===== src/rtl/assert_macros.svh =====
// ============================================================================
// Assertion macros
// Shared concurrent assertion forms for the LED segment animation block.
// They expect a clock named clk and an active-low reset named rst_n in scope.
// ============================================================================
`ifndef ASSERT_MACROS_SVH
`define ASSERT_MACROS_SVH

// The consequent must hold in the same cycle as the antecedent.
`define LSMF_ASSERT_IMP(label, ante, cons) \
    label: assert property (@(posedge clk) disable iff (!rst_n) (ante) |-> (cons)) \
        else $error("%m: same-cycle check failed");

// The consequent must hold in the cycle after the antecedent.
`define LSMF_ASSERT_NXT(label, ante, cons) \
    label: assert property (@(posedge clk) disable iff (!rst_n) (ante) |=> (cons)) \
        else $error("%m: next-cycle check failed");

`endif


===== src/rtl/lsmf_pkg.sv =====
// ============================================================================
// LED segment motion and fade package
// Widths, register indexes, controller states and command types.
// ============================================================================
package lsmf_pkg;

    localparam int FRAME_RATE_DEF = 60;
    localparam int MAX_LEDS       = 1024;
    localparam int MS_PER_S       = 1000;

    localparam int IDX_W      = 10;
    localparam int POS_W      = 18;
    localparam int EXT_W      = 22;
    localparam int STEP_W     = 17;
    localparam int ELAPSED_W  = 48;
    localparam int MS_W       = 16;
    localparam int BRIGHT_W   = 9;
    localparam int CFG_W      = 32;
    localparam int CFG_IDX_W  = 3;
    localparam int QUOT_W     = 24;
    localparam int DIV_CNT_W  = 5;

    localparam logic [DIV_CNT_W-1:0] DIV_STEPS_LONG  = DIV_CNT_W'(ELAPSED_W / 2);
    localparam logic [DIV_CNT_W-1:0] DIV_STEPS_SHORT = DIV_CNT_W'(QUOT_W / 2);

    localparam int LED_LAST = (MAX_LEDS > 1024) ? 1023 : MAX_LEDS - 1;
    localparam logic [IDX_W-1:0] LED_MAX_IDX = IDX_W'(LED_LAST);

    localparam logic [BRIGHT_W-1:0] BRIGHT_FULL = BRIGHT_W'(256);
    localparam logic [BRIGHT_W-1:0] BRIGHT_OFF  = '0;

    localparam logic FUNC_TICK    = 1'b0;
    localparam logic FUNC_RESTART = 1'b1;

    localparam logic [CFG_IDX_W-1:0] REG_STEP     = 3'd0;
    localparam logic [CFG_IDX_W-1:0] REG_LOW      = 3'd1;
    localparam logic [CFG_IDX_W-1:0] REG_HIGH     = 3'd2;
    localparam logic [CFG_IDX_W-1:0] REG_LENGTH   = 3'd3;
    localparam logic [CFG_IDX_W-1:0] REG_MODE     = 3'd4;
    localparam logic [CFG_IDX_W-1:0] REG_FADE_IN  = 3'd5;
    localparam logic [CFG_IDX_W-1:0] REG_FADE_OUT = 3'd6;
    localparam logic [CFG_IDX_W-1:0] REG_PERIOD   = 3'd7;

    typedef enum logic [3:0] {
        ST_IDLE,
        ST_MOVE_A,
        ST_MOVE_B,
        ST_MOVE_C,
        ST_PHASE,
        ST_PHASE_WAIT,
        ST_FADE,
        ST_FADE_WAIT,
        ST_OUT
    } lsmf_state_t;

    typedef struct packed {
        logic accept;
        logic move_a;
        logic move_b;
        logic move_c;
        logic phase_start;
        logic phase_load;
        logic fade_eval;
        logic bright_load;
        logic out_load;
    } lsmf_cmd_t;

    typedef struct packed {
        logic div_busy;
        logic period_zero;
        logic fade_div;
    } lsmf_status_t;

    function automatic logic [IDX_W-1:0] sat_idx(input logic [IDX_W-1:0] v);
        sat_idx = (v > LED_MAX_IDX) ? LED_MAX_IDX : v;
    endfunction

endpackage


===== src/rtl/lsmf_ctrl.sv =====
// ============================================================================
// LED segment animation controller
// Sequences the move, phase and fade steps of one transaction and holds the
// output valid flag.
// ============================================================================
module lsmf_ctrl
(
    input  logic                   clk,
    input  logic                   rst_n,
    input  logic                   in_valid,
    input  logic                   func,
    output logic                   in_ready,
    output logic                   out_valid,
    input  logic                   out_ready,
    output lsmf_pkg::lsmf_cmd_t    cmd,
    input  lsmf_pkg::lsmf_status_t status
);

    lsmf_pkg::lsmf_state_t state_reg;
    lsmf_pkg::lsmf_state_t state_next;
    logic                  out_valid_reg;
    logic                  out_valid_next;

    always_ff @(posedge clk or negedge rst_n)
    begin
        if (!rst_n)
        begin
            state_reg     <= lsmf_pkg::ST_IDLE;
            out_valid_reg <= 1'b0;
        end
        else
        begin
            state_reg     <= state_next;
            out_valid_reg <= out_valid_next;
        end
    end

    always_comb
    begin
        state_next = state_reg;
        cmd        = '0;
        in_ready   = 1'b0;
        unique case (state_reg)
            lsmf_pkg::ST_IDLE:
            begin
                in_ready = 1'b1;
                if (in_valid)
                begin
                    cmd.accept = 1'b1;
                    state_next = (func == lsmf_pkg::FUNC_RESTART) ? lsmf_pkg::ST_PHASE
                                                                  : lsmf_pkg::ST_MOVE_A;
                end
            end
            lsmf_pkg::ST_MOVE_A:
            begin
                cmd.move_a = 1'b1;
                state_next = lsmf_pkg::ST_MOVE_B;
            end
            lsmf_pkg::ST_MOVE_B:
            begin
                cmd.move_b = 1'b1;
                state_next = lsmf_pkg::ST_MOVE_C;
            end
            lsmf_pkg::ST_MOVE_C:
            begin
                cmd.move_c = 1'b1;
                state_next = lsmf_pkg::ST_PHASE;
            end
            lsmf_pkg::ST_PHASE:
            begin
                cmd.phase_start = 1'b1;
                state_next = status.period_zero ? lsmf_pkg::ST_FADE : lsmf_pkg::ST_PHASE_WAIT;
            end
            lsmf_pkg::ST_PHASE_WAIT:
            begin
                if (!status.div_busy)
                begin
                    cmd.phase_load = 1'b1;
                    state_next     = lsmf_pkg::ST_FADE;
                end
            end
            lsmf_pkg::ST_FADE:
            begin
                cmd.fade_eval = 1'b1;
                state_next = status.fade_div ? lsmf_pkg::ST_FADE_WAIT : lsmf_pkg::ST_OUT;
            end
            lsmf_pkg::ST_FADE_WAIT:
            begin
                if (!status.div_busy)
                begin
                    cmd.bright_load = 1'b1;
                    state_next      = lsmf_pkg::ST_OUT;
                end
            end
            lsmf_pkg::ST_OUT:
            begin
                if (!out_valid_reg || out_ready)
                begin
                    cmd.out_load = 1'b1;
                    state_next   = lsmf_pkg::ST_IDLE;
                end
            end
            default:
            begin
                state_next = lsmf_pkg::ST_IDLE;
            end
        endcase
    end

    always_comb
    begin
        if (cmd.out_load)
        begin
            out_valid_next = 1'b1;
        end
        else if (out_ready)
        begin
            out_valid_next = 1'b0;
        end
        else
        begin
            out_valid_next = out_valid_reg;
        end
    end

    assign out_valid = out_valid_reg;

endmodule


===== config.mk =====
export PLATFORM = sky130hd
export DESIGN_NAME = lsmf_ctrl
export DESIGN_NICKNAME = d
export VERILOG_FILES = /design/src/rtl/assert_macros.svh /design/src/rtl/lsmf_pkg.sv /design/src/rtl/lsmf_ctrl.sv
export SDC_FILE = /design/constraint.sdc
export NUM_CORES = 1
export LEC_CHECK = 0
export ABC_CLOCK_PERIOD_IN_PS = 1680
export BUFFER_PORTS_ARGS = -buffer_cell sky130_fd_sc_hd__buf_4
export CAP_MARGIN = 20
export CORE_AREA = 2 2 39 41
export CTS_BUF_LIST = sky130_fd_sc_hd__clkbuf_8
export DETAILED_ROUTE_END_ITERATION = 8
export DIE_AREA = 0 0 41 43
export GPL_TIMING_DRIVEN = 0
export HOLD_SLACK_MARGIN = 0.08
export PLACE_DENSITY = 0.67
export SLEW_MARGIN = 10
export SYNTH_ARGS = -nofsm -noshare
export SYNTH_HDL_FRONTEND = slang
export SYNTH_SLANG_ARGS = --single-unit

===== constraint.sdc =====
create_clock -name clk -period 1.68 [get_ports clk]
set_input_delay 0.168 -clock clk [delete_from_list [all_inputs] [get_ports clk]]
set_output_delay 0.168 -clock clk [all_outputs]
set_load 0.02 [all_outputs]

Word-level counts from Yosys, hierarchy flattened
Index checks and enable logic that the tools add are counted.

Multiplexer cells: 23. Multipliers: 0. Bitwise gates (word level): 0. Eq/ne operators: 12. $lt $le $gt $ge: 0. Add/sub/neg operators: 0. Divide/modulo/power cells: 0. Shifts and indexed selects: 0. Reductions and logical operators: 5.

Operators with widths (number): case mux 4 bit (9 select lines) (1); 2-to-1 mux 4 bit (5); == test 4 x 3 -> 1 bit (second input constant) (4); 2-to-1 mux 1 bit (15); == test 4 x 2 -> 1 bit (second input constant) (2); inequality test 2 bit (second input constant) (4); == test 4 x 1 -> 1 bit (second input constant) (1); == test 4 bit (second input constant) (1); logical NOT 4 bit (1); AND reduction 4 bit (1); 2-to-1 mux 3 bit (1); 2-to-1 mux 2 bit (1); nonzero test 2 bit (1); logical NOT 1 bit (1); logical OR 1 bit (1).

Register bits after elaboration: 5. Memory bits (writable): 0. Memories: 0. Latch bits: 0. Bits in read-only memories: 0. Input port bits: 8.

Depth between registers and ports, before layout
Depth in word-level cells: 5. Mapped depth: 4. Depth with buffers taken out: 3.

Worst setup path before layout
No wires, ideal clock.

Kind: flip-flop to output port. Start point: register state_reg[2]. End point: output port cmd[8] in the netlist's numbering. Data arrival time: 1.338 ns. Path slack: 0.174 ns. Required time: 1.512 ns. Stages on the path, launching flop included: 4. Path through: dfrtp_1 -> buf_4 -> nor4_2 -> and2_1.

RTL lines: start: declaration (RTL line lsmf_ctrl.sv:19) `lsmf_pkg::lsmf_state_t state_reg;`; start signal: assignment (RTL line lsmf_ctrl.sv:28) `state_reg <= lsmf_pkg::ST_IDLE;`; start signal: assignment (RTL line lsmf_ctrl.sv:33) `state_reg <= state_next;`; end: declaration (RTL line lsmf_ctrl.sv:15) `output lsmf_pkg::lsmf_cmd_t cmd,`.

==> reports/results.ini <==
[run_status]
outcome=finished, final reports clean

[global_routing]
grt_pass1_vias=414
grt_start_max_net_pins=11
antenna_found_initial=0
globalRouteOverflowTotal=0
track_usage_pct=16.1
grt_first_pass_wirelength_um=1840

[synth]
syn_inst=49
ys_types=31
ys_seq_area_share_pct=28.7
syn-num-nets=57
yosysWarningCount=0
netlist_area_um2=437
avgSynthCellArea_um2=8.91
yosys_register_bits=5

[sta]
finalSetupViolations=0
min_period_over_period_pct=93.9
rsz0062_at_grt=false
worstMarginPinSlew_ps=325
relSlewSlack_pct=78.3
hold_ws_ps=218
maxSlewViolCount=0
finalSetupTns_ps=0
clock.fmax_mhz=634
finalCriticalPeriod_ps=1580
finalHoldViolCount=0
fin_skew_ps=3.34

[routing]
drc_errors=0
antenna_left=0
vias=466
drt-initial-drc-count=17
wire_per_inst_um=13.6
via_per_inst=5.30
drtPass1Iterations=4
wirelength_um=1200

[floorplan]
num_rows=14
dieArea_um2=1760
die_w_um=41
io_pins=19
core_um2=1380
die_h_um=43
start_util_pct=31.6

[clock_tree]
clock-sinks=5
cts_tree=yes
clk_pin_slew_worst_paths_ps=40
htreeDepth=1
post_cts_buffers=0
cts-root-buf=clkbuf_8
clock_latency_ps=220
cts_buffer_depth=2
cts_made_buffers=3

[worst_hold_path]
whs_path_depth=3
hp-class=primary input to flop
hp-start=in_valid
hold_path_end=state_reg[0]

[worst_setup_path]
rr_endpoint=state_reg[0]
crit_required_ps=1510
reg2reg_from=state_reg[2]
start_kind=flop
rr_worst_depth=3
critPathArrivalTime_ps=1410
crit_type=flop to primary output
reg2reg_slack_ps=380
cp_max_fo=10
endpoint_kind=primary output

[cells_and_area]
final_net_count=81
n_antenna_cell=0
syn_to_final_growth_pct=49.6
fin_cells=88
largest_reg_flops=4
drive_gt1_share_pct=44.4

[run]
max_cap_viol_count=0

[placed_design]
placed_cells=83
io_buffer_count=18
dpl.hpwl_um=839
gp_congestion=0.810

[power_and_ir_drop]
p_leak_nw=0.314
ir_drop_uv=840
powerDensity_nw_per_um2=1930

## cell usage in the layout (no fill, tap or decap), types with 2 or more instances in the layout
cell type	n
buf_2	2
buf_4	20
clkbuf_8	3
dfrtp_1	5
inv_1	4
nand2_1	6
nand2b_1	2
nand3b_1	2
nor3_1	3
nor4b_2	2
## routing by layer
layer	up-vias	part of all wire (%)	GRT usage, %
li1	224	-	-
met1	218	41	18.0
met2	20	52	23.4
met3	4	4.2	5.76
met4	0	3.2	12.0
met5	-	0	0
## critical path, stage by stage, from the launching register on
cell     delay [ps]
dfrtp_1         480
buf_4           230
nor4_2          170
and2_1          160
buf_4           130
## cells in the mapped netlist
cell	n	area, um2
nand2_1	6	22.5
dfrtp_1	5	125
inv_1	3	11.3
nor3_1	3	15.0
buf_2	2	10.0
buf_4	2	15.0
nand2b_1	2	12.5
nand3b_1	2	15.0
nor4b_2	2	30.0
a211oi_1	1	7.51
a21boi_1	1	7.51
a221oi_2	1	15.0
a311oi_1	1	8.76
a31oi_1	1	6.26
a32oi_1	1	8.76
and2_1	1	6.26
and2b_2	1	8.76
and3_1	1	6.26
and3b_1	1	8.76
buf_6	1	11.3
mux2_1	1	11.3
nor2_1	1	3.75
nor3_2	1	10.0
nor3b_1	1	7.51
nor4_2	1	12.5
o21ai_0	1	5.00
o21ai_1	1	5.00
o21bai_1	1	7.51
o22ai_1	1	6.26
o2bb2ai_1	1	8.76
or2b_1	1	7.51
## worst max-delay path by stage
stage	slack, ps	from	depth (start not counted)	endpoint
5_1_grt	9	state_reg[2]	4	cmd[8]
3_3_place_gp	250	state_reg[1]	5	cmd[0]
3_5_place_dp	260	state_reg[1]	5	cmd[0]
4_1_cts	10	state_reg[1]	5	cmd[0]
2_1_floorplan	170	state_reg[2]	3	cmd[8]
6_report	100	state_reg[2]	4	cmd[8]
## power by group
group | switching [W] | total, W | internal, W
combinational | 0.000417 | 0.000777 | 0.000360
sequential | 0.0000902 | 0.000264 | 0.000174
clock | 0.0000624 | 0.000219 | 0.000157
## stage by stage
step	total power [W]	area [um2]	utilization, %	setup WS [ps]
final	0.00126	653	47.2	102
after global routing	0.00135	653	47.2	9.29
after CTS	0.00124	647	46.7	11.1
after detailed placement	0.00102	592	42.8	261
after global placement	0.00101	592	42.8	252
after floorplan	0.000779	437	-	174
## repair_timing
item,CTS,global route
setup endpoints to repair,0,1
gates resized for setup,0,1
hold buffers,1,0
hold endpoints to repair,5,0
## cells by family after synthesis
family	after synthesis	synth area share (%)
buffers and inverters	8	10.9
flip-flops	5	28.7
multiplexers	1	2.58
AND/OR/NAND/NOR	24	38.1
AO/OA/AOI/OAI	11	19.8
## cell type report
type	count	area, um2
multi-input cells	36	270
repair buffers	19	145
well taps	16	20.0
flip-flops and latches	5	125
inverters	3	11.3
clock buffers	3	41.3
fillers	138	731
plain buffers	5	36.3
clock inverters	1	3.75
Power figures use the tool's default switching activity.
